$ cat src/rtl/ccbc_ram.sv
`timescale 1ns / 1ps

module ccbc_ram #(
   parameter int WIDTH = 64,
   parameter int DEPTH = 9
) (
   input  logic                     clock,
   input  logic                     wr_en,
   input  logic [$clog2(DEPTH)-1:0] wr_addr,
   input  logic [WIDTH-1:0]         wr_data,
   input  logic                     rd_en,
   input  logic [$clog2(DEPTH)-1:0] rd_addr,
   output logic [WIDTH-1:0]         rd_data
);

   logic [WIDTH-1:0] mem_ff [DEPTH];
   logic [WIDTH-1:0] rd_data_ff;

   // Write port and registered read port
   always_ff @(posedge clock) begin
      if (wr_en) begin
         mem_ff[wr_addr] <= wr_data;
      end
      if (rd_en) begin
         rd_data_ff <= mem_ff[rd_addr];
      end
   end

   assign rd_data = rd_data_ff;

endmodule

$ cat config.mk
export PLATFORM = sky130hd
export DESIGN_NAME = ccbc_ram
export DESIGN_NICKNAME = d
export VERILOG_FILES = /design/src/rtl/ccbc_ram.sv
export SDC_FILE = /design/constraint.sdc
export NUM_CORES = 1
export LEC_CHECK = 0
export BUFFER_PORTS_ARGS = -buffer_cell sky130_fd_sc_hd__buf_4
export CAP_MARGIN = 5
export CORE_MARGIN = 3
export CORE_UTILIZATION = 55
export DETAILED_ROUTE_END_ITERATION = 8
export PLACE_DENSITY = 0.83
export SYNTH_ARGS = -nofsm -noshare
export SYNTH_HDL_FRONTEND = slang
export SYNTH_SLANG_ARGS = --single-unit
$ cat constraint.sdc
create_clock -name clock -period 9.6 [get_ports clock]
set_input_delay 1.92 -clock clock [delete_from_list [all_inputs] [get_ports clock]]
set_output_delay 1.92 -clock clock [all_outputs]
set_load 0.01 [all_outputs]
==> summary.md <==
| Metric | Value |
|---|---|
| Core ar. | 43,600 um^2 |
| TritonCTS clock tree | built |
| Netlist cell types | 21 |
| Num rows | 76 |
| Switching Fraction | 0.204 |
| Reg clk slew, reported paths | 0.06 ns |
| Delay-heaviest family, CP | buffers and inverters |
| Layout Skew | 0.0163 ns |
| Layout cells sized above 1 | 0.304 |
| Height of the chip | 217 um |
| Iteration-0 DRC count of the detailed router | 970 |
| RSZ-0062 raised after global routing | no |
| CTS buffer count | 59 |
| CP peak stage delay | ~0.64 ns |
| Worst vdd ir | 0.000142 V |
| Total Routed Length | 48,500 um |
| Post-route ant nets | 0 |
| Clk root buf | clkbuf_16 |
| Post-route DRC | 0 |
| Final Setup Violations | 0 |
| Filler instances | 2,899 |
| Reg2reg setup slack | 8.30 ns |
| Syn-to-layout area delta | 13.4% |
| Non-Filler Instances | a little over 2,000 |
| Pre-Repair DR Iteration Count | 5 |
| Area occupied by multi-input gates | 4910 um^2 |
| Ports | ~140 |
| Commonest non-fill, non-tap cell in the layout | edfxtp_1 |
| Final Max Slew Viols | 0 |
| P_leak | 9.46 nW |
| Status | complete, no violations |
| Most frequent cells in the layout | edfxtp_1, buf_4, mux2i_1, mux2_2, nand2_1 |
| Syn_area_per_cell | between 15 and 20 um^2 |
| Maxcap violations | 0 |
| CP max stage cell | buf_8 |
| Clock sink count | 640 |
| Clk buf depth | 3 |
| Crit share post-route | 0.420 |
| Ys Warns | 0 |
| FMAX | 0.248 GHz |
| Vias in the first global route | about 12,000 |
| Crit path buf inv count | 2 |
| P per Cell Area | 204 nW/um^2 |
| P_sw | 1.16 mW |
| Crit. End Element | flip-flop |
| Tmin final | just over 4 ns |
| Pin count of the biggest net entering global routing | 144 |
| Dpl hpwl | 25,600 um |
| Setup TNS Final | 0 ns |
| Combinational fraction of design power | 0.057 |
| Critical Path AT | 4.33 ns |
| Via Count | 11,903 |
| Wire per inst | 24.0 um |
| Clock share of power | 0.385 |
| First-pass GRT wire length | ~74,000 um |
| Crit-path cells | buf_8 -> buf_12 -> mux2_2 -> o22ai_1 -> o31ai_2 |
| Max_slew headroom | 0.190 |
| Post-synthesis sequential area ratio | 0.783 |
| Slew @ Worst Pin | 1.21 ns |
| Worst-Skew Late Latency | ~0.60 ns |
| Buffers on Ports | 138 |
| Grt ovf | 0 |
| Gr usage total | 0.205 |
| Initial Util | 0.564 |
| Final Core Density | 0.639 |
| Hold-fix buffers, CTS | 0 |
| Die area | 47,200 um^2 |
| Post-Syn Area | between 20,000 and 25,000 um^2 |
| Syn Inst Count | 1,240 |
| Nets | 1,461 |
| DIE WIDTH | ~220 um |
| Final GP Congestion | 0.707 |
| Antenna violations before repair | 2 |
| Cts repair resizes | 0 |
| Flop pwr share | 0.559 |
| HP Class | flip-flop to flip-flop |
| Critical path type | primary input to flip-flop |
| # H-tree levels | 2 |
| Internal power | 4.52 mW |
| Register bit total from synthesis | 640 |
| Vias/cell | 5.90 |
| # Post-CTS Setup Buffers | 0 |
| Sequential cell area | 19,200 um^2 |
| Placed Cells | 1,910 |
| Syn Nets | 1,315 |
| Final hold vios | 0 |
| Crit path launch type | primary input |
| Total chip power | 5.68 mW |
| Critical Path RT | just under 10 ns |
| CP max FO | 143 |
## state kept, by name (all words and copies together), names as in the netlist
name and flops:
mem_ff 576, rd_data 64
## metrics by stage
step / hold WS, ns / setup WS, ns / cell area, um^2
finish: 0.531 / 5.57 / 27800
global route: 0.545 / 5.56 / 27800
CTS: 0.533 / 5.65 / 27800
detailed placement: 0.519 / 5.01 / 26000
global placement: 0.508 / 5.09 / 26000
floorplan: 0.503 / 0.750 / 24500
## worst min-delay path, stage by stage, from the launching register on
cell and delay, ns:
edfxtp_1 0.32, nand2_1 0.06, o31ai_2 0.05
## layout make-up
cell class,count,share of cell area
clock buffer,76,0.0568
clock inverter,31,0.00777
sequential,640,0.690
tap,585,0.0263
multi-input combinational,531,0.176
timing repair buffer,154,0.0424
antenna,2,0.000180
## routing by layer
metal,part of all wire,global-route usage
met3,0.066,0.0332
met4,0.020,0.0576
met5,0.00027,0
met2,0.50,0.349
met1,0.41,0.278
## cell families after synthesis
group,count (synthesis),synth area share
buffers and inverters,69,0.0208
muxes,256,0.111
DFF,640,0.783
AOI/OAI and AO/OA,192,0.0718
and+or+nand+nor,83,0.0137
## power groups by stage
| stage | logic, mW | registers, mW | clock network [mW] |
|---|---|---|---|
| after floorplan | 0.179 | 3.24 | 0 |
| after global placement | 0.311 | 3.23 | 0 |
| after detailed placement | 0.322 | 3.23 | 0 |
| after CTS | 0.324 | 3.17 | 2.21 |
| after global routing | 0.344 | 3.18 | 2.33 |
| final | 0.321 | 3.17 | 2.18 |
## path summary, 6_finish.rpt
check	start	to	cells past startpoint
setup / recovery	rd_addr[0]	rd_data[59]$_DFFE_PP_	5
hold / removal	mem_ff[8][18]$_DFFE_PP_	rd_data[18]$_DFFE_PP_	2
setup reg to reg	mem_ff[4][21]$_DFFE_PP_	rd_data[21]$_DFFE_PP_	3
hold reg to reg	mem_ff[8][18]$_DFFE_PP_	rd_data[18]$_DFFE_PP_	2
## cells in the mapped netlist
cell type | number | share of area
edfxtp_1 | 640 | 0.78
mux2_2 | 128 | 0.059
mux2i_1 | 128 | 0.052
nand2_1 | 67 | 0.010
a22o_1 | 64 | 0.023
o22ai_1 | 64 | 0.016
o31ai_2 | 64 | 0.033
clkbuf_1 | 31 | 0.0047
buf_6 | 14 | 0.0064
nor2_1 | 7 | 0.0011
buf_1 | 6 | 0.00092
buf_12 | 6 | 0.0049
buf_4 | 6 | 0.0018
buf_2 | 4 | 0.00082
nand2b_1 | 3 | 0.00076
buf_8 | 2 | 0.0012
nor3_1 | 2 | 0.00041
nand3b_1 | 1 | 0.00031
nor2b_1 | 1 | 0.00025
nor4_1 | 1 | 0.00025
or3b_2 | 1 | 0.00036
Note: power is estimated with default switching activity, not from simulation.
